[src/sv/csn_pkg.sv]
`timescale 1ns / 1ps
// shared types, widths, codes and saturation helpers for the cumulative simpson core
// no dependencies

package csn_pkg;

  localparam int XW   = 32;   // abscissa and sample width
  localparam int IDXW = 16;   // point index width
  localparam int IW   = 64;   // integral width
  localparam int STW  = 2;    // status width
  localparam int MW   = 33;   // multiplier operand width
  localparam int PW   = 2 * MW;
  localparam int CW   = 97;   // coefficient width, holds +-2^95
  localparam int AW   = 128;  // wide accumulator width
  localparam int DIV_NW = 100; // dividend magnitude bits
  localparam int DIV_DW = 37;  // divisor magnitude bits

  localparam int MAX_POINTS_DEF = 65536;
  localparam int FRAC_BITS_DEF  = 16;

  localparam logic [STW-1:0] STAT_OK    = 2'd0;
  localparam logic [STW-1:0] STAT_SHORT = 2'd1;
  localparam logic [STW-1:0] STAT_ZERO  = 2'd2;

  typedef enum logic [4:0] {
    S_IDLE, S_DISPATCH, S_SPC, S_M_DD, S_M_DH, S_NUM,
    S_DIVA, S_WAITA, S_DIVB, S_WAITB, S_COEF_C,
    S_T_MUL, S_T_ACC, S_T_ADD, S_ODD_SAVE, S_S_MUL, S_S_ACC,
    S_DIVE, S_WAITE, S_EMIT_ODD, S_EMIT_EVEN, S_EMIT_ONE, S_FINISH
  } state_t;

  typedef enum logic [4:0] {
    OP_NONE, OP_LOAD, OP_SPACING, OP_MUL_DD, OP_MUL_DH, OP_NUM,
    OP_DIV_A, OP_DIV_B, OP_DIV_E, OP_GET_A, OP_GET_B, OP_GET_E,
    OP_COEF_C, OP_T_MUL, OP_T_ACC, OP_T_ADD, OP_ODD_SAVE,
    OP_S_MUL, OP_S_ACC, OP_EMIT, OP_SHIFT
  } op_t;

  typedef enum logic [2:0] {
    RES_FIRST, RES_SECOND, RES_ODD, RES_EVEN, RES_BACK
  } res_t;

  typedef struct packed {
    op_t        op;
    logic       bwd;
    logic [1:0] sel;
    logic [1:0] limb;
    res_t       kind;
  } cmd_t;

  typedef struct packed {
    logic n_zero;
    logic n_one;
    logic n_odd;
    logic last;
    logic zero_spacing;
    logic div_done;
  } sts_t;

  function automatic logic signed [IW-1:0] sat64(input logic signed [AW-1:0] v);
    logic signed [AW-1:0] hi;
    logic signed [AW-1:0] lo;
    hi = AW'(64'sh7FFF_FFFF_FFFF_FFFF);
    lo = -hi - AW'(1);
    if (v > hi) return IW'(hi);
    else if (v < lo) return IW'(lo);
    else return IW'(v);
  endfunction

  function automatic logic signed [CW-1:0] clamp95(input logic signed [AW-1:0] v);
    logic signed [AW-1:0] hi;
    logic signed [AW-1:0] lo;
    hi = AW'(1) <<< 95;
    lo = -hi;
    if (v > hi) return CW'(hi);
    else if (v < lo) return CW'(lo);
    else return CW'(v);
  endfunction

endpackage

[src/sv/csn_controller.sv]
`timescale 1ns / 1ps
// sequencer: walks one point through load, coefficients, terms, sums and result delivery
// depends on csn_pkg

module csn_controller (
  input  logic           clk,
  input  logic           rst_n,
  input  logic           in_valid,
  output logic           in_ready,
  output logic           out_valid,
  input  logic           out_ready,
  input  csn_pkg::sts_t  sts,
  output csn_pkg::cmd_t  cmd
);

  csn_pkg::state_t state_r, state_nxt;
  logic [1:0]      sel_r, sel_nxt;
  logic [1:0]      limb_r, limb_nxt;
  csn_pkg::res_t   kind_r, kind_nxt;
  logic            bwd_r, bwd_nxt;
  logic            out_valid_r, out_valid_nxt;
  logic            slot_free;
  logic            emit;

  always_ff @(posedge clk) begin
    if (!rst_n) begin
      state_r     <= csn_pkg::S_IDLE;
      sel_r       <= '0;
      limb_r      <= '0;
      kind_r      <= csn_pkg::RES_FIRST;
      bwd_r       <= 1'b0;
      out_valid_r <= 1'b0;
    end else begin
      state_r     <= state_nxt;
      sel_r       <= sel_nxt;
      limb_r      <= limb_nxt;
      kind_r      <= kind_nxt;
      bwd_r       <= bwd_nxt;
      out_valid_r <= out_valid_nxt;
    end
  end

  always_comb begin
    state_nxt = state_r;
    sel_nxt   = sel_r;
    limb_nxt  = limb_r;
    kind_nxt  = kind_r;
    bwd_nxt   = bwd_r;
    in_ready  = 1'b0;
    emit      = 1'b0;
    slot_free = !out_valid_r || out_ready;
    cmd.op    = csn_pkg::OP_NONE;
    cmd.bwd   = bwd_r;
    cmd.sel   = sel_r;
    cmd.limb  = limb_r;
    cmd.kind  = kind_r;
    case (state_r)
      csn_pkg::S_IDLE: begin
        in_ready = 1'b1;
        if (in_valid) begin
          cmd.op    = csn_pkg::OP_LOAD;
          state_nxt = csn_pkg::S_DISPATCH;
        end
      end
      csn_pkg::S_DISPATCH: begin
        if (sts.n_zero) begin
          kind_nxt  = csn_pkg::RES_FIRST;
          state_nxt = csn_pkg::S_EMIT_ONE;
        end else if (sts.n_one) begin
          kind_nxt  = csn_pkg::RES_SECOND;
          state_nxt = sts.last ? csn_pkg::S_EMIT_ONE : csn_pkg::S_FINISH;
        end else if (!sts.n_odd) begin
          bwd_nxt   = 1'b0;
          state_nxt = csn_pkg::S_SPC;
        end else if (sts.last) begin
          bwd_nxt   = 1'b1;
          state_nxt = csn_pkg::S_SPC;
        end else begin
          state_nxt = csn_pkg::S_FINISH;
        end
      end
      csn_pkg::S_SPC: begin
        cmd.op    = csn_pkg::OP_SPACING;
        state_nxt = csn_pkg::S_M_DD;
      end
      csn_pkg::S_M_DD: begin
        if (sts.zero_spacing) begin
          state_nxt = csn_pkg::S_ODD_SAVE;
        end else begin
          cmd.op    = csn_pkg::OP_MUL_DD;
          state_nxt = csn_pkg::S_M_DH;
        end
      end
      csn_pkg::S_M_DH: begin
        cmd.op    = csn_pkg::OP_MUL_DH;
        state_nxt = csn_pkg::S_NUM;
      end
      csn_pkg::S_NUM: begin
        cmd.op    = csn_pkg::OP_NUM;
        state_nxt = csn_pkg::S_DIVA;
      end
      csn_pkg::S_DIVA: begin
        cmd.op    = csn_pkg::OP_DIV_A;
        state_nxt = csn_pkg::S_WAITA;
      end
      csn_pkg::S_WAITA: begin
        if (sts.div_done) begin
          cmd.op    = csn_pkg::OP_GET_A;
          state_nxt = csn_pkg::S_DIVB;
        end
      end
      csn_pkg::S_DIVB: begin
        cmd.op    = csn_pkg::OP_DIV_B;
        state_nxt = csn_pkg::S_WAITB;
      end
      csn_pkg::S_WAITB: begin
        if (sts.div_done) begin
          cmd.op    = csn_pkg::OP_GET_B;
          state_nxt = csn_pkg::S_COEF_C;
        end
      end
      csn_pkg::S_COEF_C: begin
        cmd.op    = csn_pkg::OP_COEF_C;
        sel_nxt   = '0;
        limb_nxt  = '0;
        state_nxt = csn_pkg::S_T_MUL;
      end
      csn_pkg::S_T_MUL: begin
        cmd.op    = csn_pkg::OP_T_MUL;
        state_nxt = csn_pkg::S_T_ACC;
      end
      csn_pkg::S_T_ACC: begin
        cmd.op = csn_pkg::OP_T_ACC;
        if (limb_r == 2'd2) begin
          limb_nxt  = '0;
          state_nxt = csn_pkg::S_T_ADD;
        end else begin
          limb_nxt  = limb_r + 2'd1;
          state_nxt = csn_pkg::S_T_MUL;
        end
      end
      csn_pkg::S_T_ADD: begin
        cmd.op = csn_pkg::OP_T_ADD;
        if (sel_r == 2'd2) begin
          state_nxt = csn_pkg::S_ODD_SAVE;
        end else begin
          sel_nxt   = sel_r + 2'd1;
          state_nxt = csn_pkg::S_T_MUL;
        end
      end
      csn_pkg::S_ODD_SAVE: begin
        cmd.op  = csn_pkg::OP_ODD_SAVE;
        sel_nxt = '0;
        if (bwd_r) begin
          kind_nxt  = csn_pkg::RES_BACK;
          state_nxt = csn_pkg::S_EMIT_ONE;
        end else begin
          state_nxt = csn_pkg::S_S_MUL;
        end
      end
      csn_pkg::S_S_MUL: begin
        cmd.op    = csn_pkg::OP_S_MUL;
        state_nxt = csn_pkg::S_S_ACC;
      end
      csn_pkg::S_S_ACC: begin
        cmd.op = csn_pkg::OP_S_ACC;
        if (sel_r == 2'd2) begin
          state_nxt = csn_pkg::S_DIVE;
        end else begin
          sel_nxt   = sel_r + 2'd1;
          state_nxt = csn_pkg::S_S_MUL;
        end
      end
      csn_pkg::S_DIVE: begin
        cmd.op    = csn_pkg::OP_DIV_E;
        state_nxt = csn_pkg::S_WAITE;
      end
      csn_pkg::S_WAITE: begin
        if (sts.div_done) begin
          cmd.op    = csn_pkg::OP_GET_E;
          state_nxt = csn_pkg::S_EMIT_ODD;
        end
      end
      csn_pkg::S_EMIT_ODD: begin
        if (slot_free) begin
          cmd.op    = csn_pkg::OP_EMIT;
          cmd.kind  = csn_pkg::RES_ODD;
          emit      = 1'b1;
          state_nxt = csn_pkg::S_EMIT_EVEN;
        end
      end
      csn_pkg::S_EMIT_EVEN: begin
        if (slot_free) begin
          cmd.op    = csn_pkg::OP_EMIT;
          cmd.kind  = csn_pkg::RES_EVEN;
          emit      = 1'b1;
          state_nxt = csn_pkg::S_FINISH;
        end
      end
      csn_pkg::S_EMIT_ONE: begin
        if (slot_free) begin
          cmd.op    = csn_pkg::OP_EMIT;
          emit      = 1'b1;
          state_nxt = csn_pkg::S_FINISH;
        end
      end
      csn_pkg::S_FINISH: begin
        cmd.op    = csn_pkg::OP_SHIFT;
        state_nxt = csn_pkg::S_IDLE;
      end
      default: begin
        state_nxt = csn_pkg::S_IDLE;
      end
    endcase
    out_valid_nxt = (out_valid_r && !out_ready) || emit;
  end

  assign out_valid = out_valid_r;

  // result register is only overwritten once its previous item has gone
  a_emit_free: assert property (@(posedge clk) disable iff (!rst_n)
    (cmd.op == csn_pkg::OP_EMIT) |-> (!out_valid_r || out_ready))
    else $error("result overwritten while still waiting");

  // every accepted item is dispatched on the next cycle
  a_load_dispatch: assert property (@(posedge clk) disable iff (!rst_n)
    (state_r == csn_pkg::S_IDLE && in_valid) |=> (state_r == csn_pkg::S_DISPATCH))
    else $error("accepted item not dispatched");

  // the end of a run returns the point counter to zero
  a_run_restart: assert property (@(posedge clk) disable iff (!rst_n)
    (state_r == csn_pkg::S_FINISH && sts.last) |=> sts.n_zero)
    else $error("point counter not cleared after last point");

endmodule
[config.mk]
export PLATFORM = sky130hd
export DESIGN_NAME = csn_controller
export DESIGN_NICKNAME = d
export VERILOG_FILES = /design/src/sv/csn_pkg.sv /design/src/sv/csn_controller.sv
export SDC_FILE = /design/constraint.sdc
export NUM_CORES = 1
export LEC_CHECK = 0
export BUFFER_PORTS_ARGS = -buffer_cell sky130_fd_sc_hd__buf_4
export CAP_MARGIN = 0
export CELL_PAD_IN_SITES_DETAIL_PLACEMENT = 0
export CELL_PAD_IN_SITES_GLOBAL_PLACEMENT = 1
export CORE_AREA = 2 2 61 63
export CTS_CLUSTER_SIZE = 20
export DETAILED_ROUTE_END_ITERATION = 8
export DIE_AREA = 0 0 63 65
export GPL_TIMING_DRIVEN = 0
export PLACE_DENSITY_LB_ADDON = 0.08
export REMOVE_ABC_BUFFERS = 1
export SYNTH_ARGS = -nofsm -noshare
export SYNTH_HDL_FRONTEND = slang
export SYNTH_SLANG_ARGS = --single-unit
[constraint.sdc]
create_clock -name clk -period 4.1 [get_ports clk]
set_input_delay 0.615 -clock clk [delete_from_list [all_inputs] [get_ports clk]]
set_output_delay 0.615 -clock clk [all_outputs]
set_load 0.02 [all_outputs]
[After elaboration in Yosys (flattened, before gate mapping)]
Cells that the tools add are included.
Storage, ports and cells
  word-level logic and storage cells: 101
  bits of input ports: 10
  register bits: 14
  output and inout bits: 15
Cells by class
  bitwise operators: 2
  add/sub/neg operators: 2
  reductions and logical operators: 17
  mux-type cells: 40
  equal/unequal tests: 34
Operator list (count)
  5-bit one-hot mux with 21 select lines: 1
  5-bit one-hot mux with 20 select lines: 1
  5-bit two-way mux: 13
  5-bit by 4-bit equality test with 1-bit output, second input constant: 8
  5-bit equality test, second input constant: 7
  3-bit two-way mux: 7
  5-bit by 3-bit equality test with 1-bit output, second input constant: 4
  4-bit two-way mux: 4
  2-bit != test, second input constant: 8
  3-bit one-hot mux with 2 select lines: 2
  5-bit by 2-bit equality test with 1-bit output, second input constant: 2
  2-bit two-way mux: 4
  2-bit one-hot mux with 2 select lines: 2
  1-bit two-way mux: 6
  6-bit AND reduction: 1
  2-bit nonzero test: 3
  2-bit OR reduction: 3
  5-bit by 1-bit equality test with 1-bit output, second input constant: 1
  5-bit logical NOT: 1
  2-bit by 1-bit adder with 2-bit output, second input constant: 2
  2-bit equality test, second input constant: 2
  4-bit AND reduction: 1
  3-bit != test, second input constant: 1
  3-bit AND reduction: 1
  7 further kinds: 10

[Longest topological paths before layout]
Gate-level depths: netlist of run 1.
  depth after elaboration: 5
  gate-level depth with buffers: 8
  mapped depth without buffers: 7

[Worst setup path after synthesis of run 1]
No wires, ideal clock.
  kind: reg2out
  from: reg state_r[1]
  to: out cmd[12] in the netlist's numbering
  cell stages (with the launch flop): 8
  arrival: 1.642 ns
  buffers on the path: 4
  slack: 1.843 ns
  required time: 3.485 ns
  cells stage by stage: dfxtp_1 buf_4 buf_2 buf_4 buf_4 o211ai_1 o21ai_0 o21ai_0
RTL lines
  from (decl): RTL line csn_controller.sv:16  | csn_pkg::state_t state_r, state_nxt;
  from (signal assigned): RTL line csn_controller.sv:27  | state_r <= csn_pkg::S_IDLE;
  from (signal assigned): RTL line csn_controller.sv:34  | state_r <= state_nxt;
  to (decl): RTL line csn_controller.sv:13  | output csn_pkg::cmd_t cmd

==> results of run 1 <==
-- cell usage after synthesis, drive strengths merged, types with 3 or more instances --
| cell | count | area share [%] |
|---|---|---|
| nand2b | 10 | 4.4 |
| nor3 | 5 | 2.5 |
| buf | 18 | 8.3 |
| o211ai | 6 | 3.2 |
| a21oi | 15 | 5.3 |
| xnor2 | 3 | 1.9 |
| nor2 | 14 | 3.7 |
| and3 | 3 | 1.3 |
| o21ai | 21 | 7.5 |
| nor3b | 3 | 1.6 |
| a22oi | 3 | 1.6 |
| nor2b | 10 | 4.4 |
| or2 | 4 | 2.0 |
| dfxtp | 13 | 18 |
| nand2 | 22 | 5.9 |
| inv | 6 | 1.6 |
-- metal layers --
layer	vias to the layer above	GRT usage (%)	part of all wire (%)
met3	7	2.78	4.6
li1	756	-	-
met1	720	25.3	45
met2	44	35.1	49
met5	-	0	0
met4	0	8.06	1.7
-- final cells by class --
class | instances | area (um2) | share of cell area, %
Inverter | 6 | 22.5 | 1.45
Tap cell | 48 | 60.1 | 3.87
Clock buffer | 4 | 26.3 | 1.69
Sequential cell | 13 | 260 | 16.8
Multi-Input combinational cell | 162 | 1000 | 64.6
Timing Repair Buffer | 24 | 180 | 11.6
-- state kept, by name, indices dropped and copies added, names as in the netlist --
signal,count
sel_r,2
state_r,5
out_valid,1
limb_r,2
kind_r,2
bwd_r,1
-- through the flow --
stage               instances  total power (uW)  setup slack, ps  instance area (um2)
global placement          253               832             1240                 1530
CTS                       257               934              879                 1550
finish                    257               934              865                 1550
detailed placement        253               843             1210                 1530
floorplan                 181               644             1680                 1280
global route              257              1010              660                 1550
-- critical path, stage by stage, from the launching register on --
cell and delay (ps):
dfxtp_1 1170, nand3b_1 240, a21oi_1 430, a32oi_1 140, o211ai_1 180, buf_4 170
-- final timing paths --
path | startpoint | endpoint | slack [ps] | depth (start not counted)
setup reg to reg | state_r[1] | state_r[1] | 1550 | 5
hold reg to reg | sel_r[1] | sel_r[1] | 490 | 2
setup / recovery | state_r[1] | cmd[8] | 860 | 5
hold / removal | sel_r[1] | sel_r[1] | 490 | 2
-- where the power goes --
group	internal, uW	switching (uW)	total [uW]	leakage [uW]
sequential	150	141	292	0.000106
combinational	249	305	554	0.000443
clock	37.8	50.1	87.9	0.0000150
-- kinds of logic after synthesis --
logic type	share of synthesized area, %
xor+xnor	1.86
compound gates	33.7
flops	18.5
buf+inv	10.5
fa+ha+maj	0.887
simple gates	34.6
==> summary.md, run 1 <==
| Metric | Value |
|---|---|
| EDFF count, synth | `0` |
| H-tree levels | `1` |
| Commonest cells after routing, fill and taps aside | `buf_4 (24), nand2_1 (22), a21oi_1 (15), nor2_1 (14), o21ai_0 (14)` |
| Seq/Total Area, Yosys | `18.5%` |
| Antenna violations before repair | `0` |
| Antenna diode count | `0` |
| Drt drc | `0` |
| GP Congestion | `0.866` |
| CP Launch Type | `flop` |
| Top_reg_cell synth | `dfxtp_1` |
| Die X-Extent | `roughly 63 um` |
| RSZ-0062 raised after global routing | `no` |
| CTS tree | `done` |
| Worst hold path class | `reg2reg` |
| Setup CP Type | `reg2out` |
| Setup crit end kind | `output port` |
| Worst-Margin Slew | `about 1300 ps` |
| Post-detail-place hpwl | `2.80 mm` |
| Gr ovfl total | `0` |
| Post-CTS setup buffer count | `0` |
| #FFs+latches synth | `13` |
| Clk_skew | `between 5 and 6 ps` |
| Post-cts hold buffer count | `0` |
| Nets | `roughly 220` |
| Root Driver | `clkbuf_4` |
| Via Count | `~1500` |
| GRT Total Usage | `20.3%` |
| Core Footprint | `around 3500 um2` |
| Run status | `finished clean` |
| Gate Count Post-Synth | `approximately 200` |
| First DRT Iteration DRCs | `164` |
| Die area | `a little over 4000 um2` |
| Commonest non-fill, non-tap cell in the layout | `buf_4` |
| First-pass detailed-route iteration total | `4` |
| Vias in the first global route | `around 1400` |
| Clk slew on worst S/H paths | `90 ps` |
| Leakage | `approximately 0.00056 uW` |
| Synth Cell Area | `1410 um2` |
| Post-DRT Antenna Nets | `0` |
| Drt via density | `around 5.9` |
| Routed WL per cell | `between 15 and 20 um` |
| VDD IR max | `about 0.00018 V` |
| Post-CTS sizing | `0` |
| CP Max Fanout | `37` |
| Critical path arrival | `2620 ps` |
| Max-slew violation count | `0` |
| I/O pin count | `25` |
| Setup violators final | `0` |
| Yosys cell types | `56` |
| DRT Wirelength | `4.00 mm` |
| Clk_lat worst skew | `290 ps` |
| Synth async-reset ratio | `0%` |
| Ys Warns | `0` |
| Pin count of the biggest net entering global routing | `38` |
| Final core occ | `between 40% and 50%` |
| Final hold slack | `489 ps` |
| Final TNS setup | `0 ps` |
| Final Hold Violating Endpoints | `0` |
| Syn avg cell area | `approximately 7 um2` |
| PD cells | `602 nW/um2` |
| Period utilization | `between 70% and 80%` |
| I/O Buffers | `24` |
| Number of fill cells | `390` |
| Maximum buffer depth of the clock tree | `2` |
| Chip Height | `65 um` |
| Sink Count | `13` |
| CTS Buf Count | `3` |
| First-pass GRT wire length | `~6.6 mm` |
| Worst Path Required | `~3500 ps` |
| Area Growth Syn to Fin | `10.0%` |
| Max-cap violations | `0` |
| Share of cells above drive strength 1 | `~17%` |
| Site Rows | `22` |
| Crit path time final | `approximately 3200 ps` |
| Slew margin rel. | `approximately 16%` |
| Starting density of the core | `roughly 40%` |
| Max Clock Freq | `between 0.3 and 0.4 GHz` |
Power figures use the tool's default switching activity.
==> run 2, diff against run 1 <==
--- a/config.mk
+++ b/config.mk
@@ -9,10 +9,10 @@
 export CAP_MARGIN = 0
 export CELL_PAD_IN_SITES_DETAIL_PLACEMENT = 0
 export CELL_PAD_IN_SITES_GLOBAL_PLACEMENT = 1
-export CORE_AREA = 2 2 61 63
+export CORE_AREA = 2 2 63 65
 export CTS_CLUSTER_SIZE = 20
 export DETAILED_ROUTE_END_ITERATION = 8
-export DIE_AREA = 0 0 63 65
+export DIE_AREA = 0 0 65 67
 export GPL_TIMING_DRIVEN = 0
 export PLACE_DENSITY_LB_ADDON = 0.08
 export REMOVE_ABC_BUFFERS = 1
==> constraint.sdc (replaced) <==
create_clock -name clk -period 3.06 [get_ports clk]
set_input_delay 0.459 -clock clk [delete_from_list [all_inputs] [get_ports clk]]
set_output_delay 0.459 -clock clk [all_outputs]
set_load 0.02 [all_outputs]
==> summary.md, run 2 (synthesis results as in run 1) <==
| Metric | Value |
|---|---|
| Maximum buffer depth of the clock tree | `2` |
| Number of fill cells | `411` |
| Site Rows | `22` |
| Sink Count | `13` |
| Post-cts hold buffer count | `0` |
| Biggest register | `state_r` |
| Setup crit end kind | `output port` |
| Nets | `roughly 220` |
| Antenna diode count | `0` |
| Drt drc | `0` |
| Final core occ | `about 44%` |
| VDD IR max | `~0.00036 V` |
| Final Total Pwr | `1290 uW` |
| First DRT Iteration DRCs | `roughly 120` |
| Post-detail-place hpwl | `approximately 2.8 mm` |
| Slew margin rel. | `between 20% and 30%` |
| Post-DRT Antenna Nets | `0` |
| Routed WL per cell | `15.4 um` |
| Multi-input gate area | `around 1000 um2` |
| First-pass detailed-route iteration total | `4` |
| Post-CTS setup buffer count | `0` |
| CTS tree | `done` |
| Worst Path Required | `between 2000 and 3000 ps` |
| Max Clock Freq | `around 0.36 GHz` |
| Leakage | `0.000572 uW` |
| Clk_lat worst skew | `250 ps` |
| Gr ovfl total | `0` |
| DRT Wirelength | `about 4.0 mm` |
| Antenna violations before repair | `0` |
| Final TNS setup | `0 ps` |
| Area Growth Syn to Fin | `11.5%` |
| I/O Buffers | `24` |
| Clk slew on worst S/H paths | `about 60 ps` |
| Drt via density | `5.93` |
| Starting density of the core | `39.1%` |
| Pin count of the biggest net entering global routing | `38` |
| Max-slew violation count | `0` |
| Max-cap violations | `0` |
| Worst-Margin Slew | `1120 ps` |
| H-tree levels | `1` |
| Crit path time final | `2800 ps` |
| CP Launch Type | `flop` |
| CTS Buf Count | `3` |
| Period utilization | `91.5%` |
| GP Congestion | `about 0.83` |
| RSZ-0062 raised after global routing | `no` |
| GRT Total Usage | `19.7%` |
| First-pass GRT wire length | `between 6 and 7 mm` |
| Chip Height | `roughly 67 um` |
| Via Count | `roughly 1500` |
| Vias in the first global route | `1327` |
| Die X-Extent | `~65 um` |
| Commonest cells after routing, fill and taps aside | `buf_4 (24), nand2_1 (22), a21oi_1 (15), nor2_1 (14), o21ai_0 (14)` |
| Setup CP Type | `reg2out` |
| Storage element area | `approximately 260 um2` |
| Run status | `finished clean` |
| Critical path arrival | `2340 ps` |
| Final Hold Violating Endpoints | `0` |
| Die area | `about 4400 um2` |
| Post-CTS sizing | `0` |
| I/O pin count | `25` |
| Clk_skew | `between 0.7 and 0.8 ps` |
| Worst hold path class | `in2reg` |
| Root Driver | `clkbuf_8` |
| Max FFs per register | `5` |
| Setup violators final | `0` |
| CP Max Fanout | `35` |
| Commonest non-fill, non-tap cell in the layout | `buf_4` |
| Share of cells above drive strength 1 | `17.7%` |
| Core Footprint | `approximately 3600 um2` |
| PD cells | `between 800 and 900 nW/um2` |
## run 2: worst paths after layout
check / startpoint / endpoint / slack, ps / cells past startpoint
worst max-delay path: state_r[2] / cmd[8] / 260 / 5
worst min-delay path: sts[3] / bwd_r / 480 / 3
worst max register to register: state_r[2] / state_r[1] / 800 / 5
worst min register to register: sel_r[1] / sel_r[1] / 480 / 2
## run 2: metal layers
metal | global-route usage, % | up-vias | wire length [um]
li1 | - | 754 | -
met1 | 24.9 | 707 | 1780
met2 | 34.1 | 57 | 1900
met3 | 2.53 | 5 | 221
met4 | 7.18 | 0 | 57
met5 | 0 | - | 0
## run 2: layout make-up
type / instances / area share (%)
clock buffer: 4 / 2.86
inverter: 6 / 1.43
multi-input combinational: 162 / 63.7
sequential: 13 / 16.7
tap: 48 / 3.82
timing repair buffer: 24 / 11.5
## run 2: power breakdown
part	leakage [uW]	internal, uW	switching [uW]
registers	0.000106	204	186
clock network	0.0000228	92.5	71.6
logic	0.000443	331	403
## run 2: worst max-delay path: stages, from the launching register on
cell	delay, ps
dfxtp_1	1060
nand2b_1	110
a21oi_1	450
a32oi_1	150
o211ai_1	140
buf_4	170
## run 2: through the flow
stage / area, um2 / hold WS, ps / std cells / worst slack [ps]
2_1_floorplan: 1280 / 464 / 181 / 795
3_3_place_gp: 1530 / 464 / 253 / 353
3_5_place_dp: 1530 / 480 / 253 / 331
4_1_cts: 1570 / 474 / 257 / 43.3
5_1_grt: 1570 / 481 / 257 / 36.1
6_report: 1570 / 477 / 257 / 260
==> run 3, diff against run 2 <==
--- a/config.mk
+++ b/config.mk
@@ -15,6 +15,7 @@
 export DIE_AREA = 0 0 65 67
 export GPL_TIMING_DRIVEN = 0
 export PLACE_DENSITY_LB_ADDON = 0.08
+export RECOVER_POWER = 100
 export REMOVE_ABC_BUFFERS = 1
 export SYNTH_ARGS = -nofsm -noshare
 export SYNTH_HDL_FRONTEND = slang
==> summary.md, run 3 (synthesis results as in run 1) <==
| Metric | Value |
|---|---|
| Run status | `finished clean` |
| GRT Total Usage | `between 10% and 20%` |
| CTS Buf Count | `3` |
| Setup CP Type | `reg2out` |
| Post-DRT Antenna Nets | `0` |
| Pre-CTS setup slack | `approximately 330 ps` |
| Critical path arrival | `~2300 ps` |
| Crit-path slowest cell | `dfxtp_1` |
| CP delay by family, top | `flip-flops` |
| RSZ-0062 raised after global routing | `no` |
| Antenna diode count | `0` |
| Via Count | `1510` |
| CP cell instances | `nand2b_1 > a21oi_1 > a32oi_1 > nand2_1 > clkbuf_1` |
| Clk_lat worst skew | `250 ps` |
| Slew margin rel. | `26.4%` |
| Commonest non-fill, non-tap cell in the layout | `nand2_1` |
| Worst-Margin Slew | `1100 ps` |
| Gr ovfl total | `0` |
| Maximum buffer depth of the clock tree | `2` |
| Sink Count | `13` |
| Commonest cells after routing, fill and taps aside | `nand2_1 (22), o21ai_0 (19), a21oi_1 (15), nor2_1 (14), clkbuf_1 (14)` |
| Max-cap violations | `0` |
| Vias in the first global route | `between 1000 and 1500` |
| Max stage delay on crit path | `1050 ps` |
| H-tree levels | `1` |
| Site Rows | `22` |
| Final Hold Violating Endpoints | `0` |
| Routed WL per cell | `around 16 um` |
| Area Growth Syn to Fin | `7.01%` |
| Crit path time final | `between 2000 and 3000 ps` |
| Post-CTS setup buffer count | `0` |
| First DRT Iteration DRCs | `roughly 110` |
| Setup crit end kind | `output port` |
| Max Clock Freq | `0.358 GHz` |
| CP Max Fanout | `35` |
| Max-slew violation count | `0` |
| Setup violators final | `0` |
| I/O Buffers | `24` |
| Buffers & Inverters on Critical Path | `1` |
| Post-route insts no fill | `approximately 260` |
| Clk_skew | `slightly below 0.9 ps` |
| Final Total Pwr | `around 1200 uW` |
| Period utilization | `between 90% and 100%` |
| VDD IR max | `0.000354 V` |
| GP Congestion | `0.826` |
| Pin count of the biggest net entering global routing | `38` |
| Chip Height | `around 67 um` |
| CTS tree | `done` |
| Placed insts | `around 250` |
| Share of cells above drive strength 1 | `between 10% and 20%` |
| Core Footprint | `between 3000 and 4000 um2` |
| First-pass GRT wire length | `between 6 and 7 mm` |
| Biggest register | `state_r` |
| Number of fill cells | `roughly 420` |
| PD cells | `about 800 nW/um2` |
| Post-detail-place hpwl | `around 2.8 mm` |
| Die area | `4360 um2` |
| Drt drc | `0` |
| Fin worst setup slack | `roughly 270 ps` |
| Clk slew on worst S/H paths | `roughly 60 ps` |
| Worst Path Required | `2600 ps` |
| I/O pin count | `25` |
| Final TNS setup | `0 ps` |
| CP Launch Type | `flop` |
| Max FFs per register | `5` |
| Root Driver | `clkbuf_8` |
| Starting density of the core | `approximately two fifths` |
| Leakage | `~0.00051 uW` |
| Nets | `221` |
| Antenna violations before repair | `0` |
| Worst hold path class | `in2reg` |
| First-pass detailed-route iteration total | `4` |
| DRT Wirelength | `between 3 and 4 mm` |
| Drt via density | `5.88` |
| Die X-Extent | `65 um` |
-- run 3: cell count changes in the layout (fill, tap and decap cells not counted), moves of 2 or more --
cell      delta
o21ai_0      +5
buf_4       -14
nor3_2       -2
o21ai_1      -5
clkbuf_1    +13
nor3_1       +2
-- run 3: path summary, 6_finish.rpt --
check | from | to | slack [ps] | cells after the start
setup / recovery | state_r[2] | cmd[9] | 270 | 5
hold / removal | sts[3] | bwd_r | 480 | 3
setup reg to reg | state_r[2] | state_r[1] | 640 | 5
hold reg to reg | sel_r[1] | sel_r[1] | 480 | 2
-- run 3: final cells by class --
cell class                 count  area [um2]  area share (%)
tap                           48        60.1            3.98
clock buffer                   4        45.0            2.99
timing repair buffer          24         129            8.54
multi-input combinational    162         990            65.6
inverter                       6        22.5            1.49
sequential                    13         263            17.4
-- run 3: power breakdown --
| group | switching, uW | internal [uW] | total (uW) |
|---|---|---|---|
| Combinational | 397 | 280 | 677 |
| Sequential | 186 | 204 | 390 |
| Clock | 73.3 | 92.5 | 166 |
-- run 3: layer usage --
layer / track usage (%) / vias to the layer above / wire [um]
li1: - / 750 / -
met1: 24.9 / 716 / 1820
met2: 34.1 / 39 / 1930
met3: 2.53 / 5 / 178
met4: 7.18 / 0 / 57
met5: 0 / - / 0
-- run 3: stage by stage --
step / instance area [um2] / hold slack [ps] / utilization (%)
floorplan: 1280 / 464 / -
global placement: 1530 / 464 / 42.3
detailed placement: 1530 / 480 / 42.3
CTS: 1570 / 474 / 43.5
global route: 1510 / 481 / 41.8
finish: 1510 / 476 / 41.8
-- run 3: what timing repair did --
| item | CTS | global route |
|---|---|---|
| endpoints found under the setup margin | 0 | 3 |
| hold buffers | 0 | 0 |
| resized for setup | 0 | 2 |
-- run 3: tightest hold or removal path, delay by kind of cell --
family,cells,cell delay (ps)
buf+inv,1,110
simple gates,1,60
compound gates,1,50
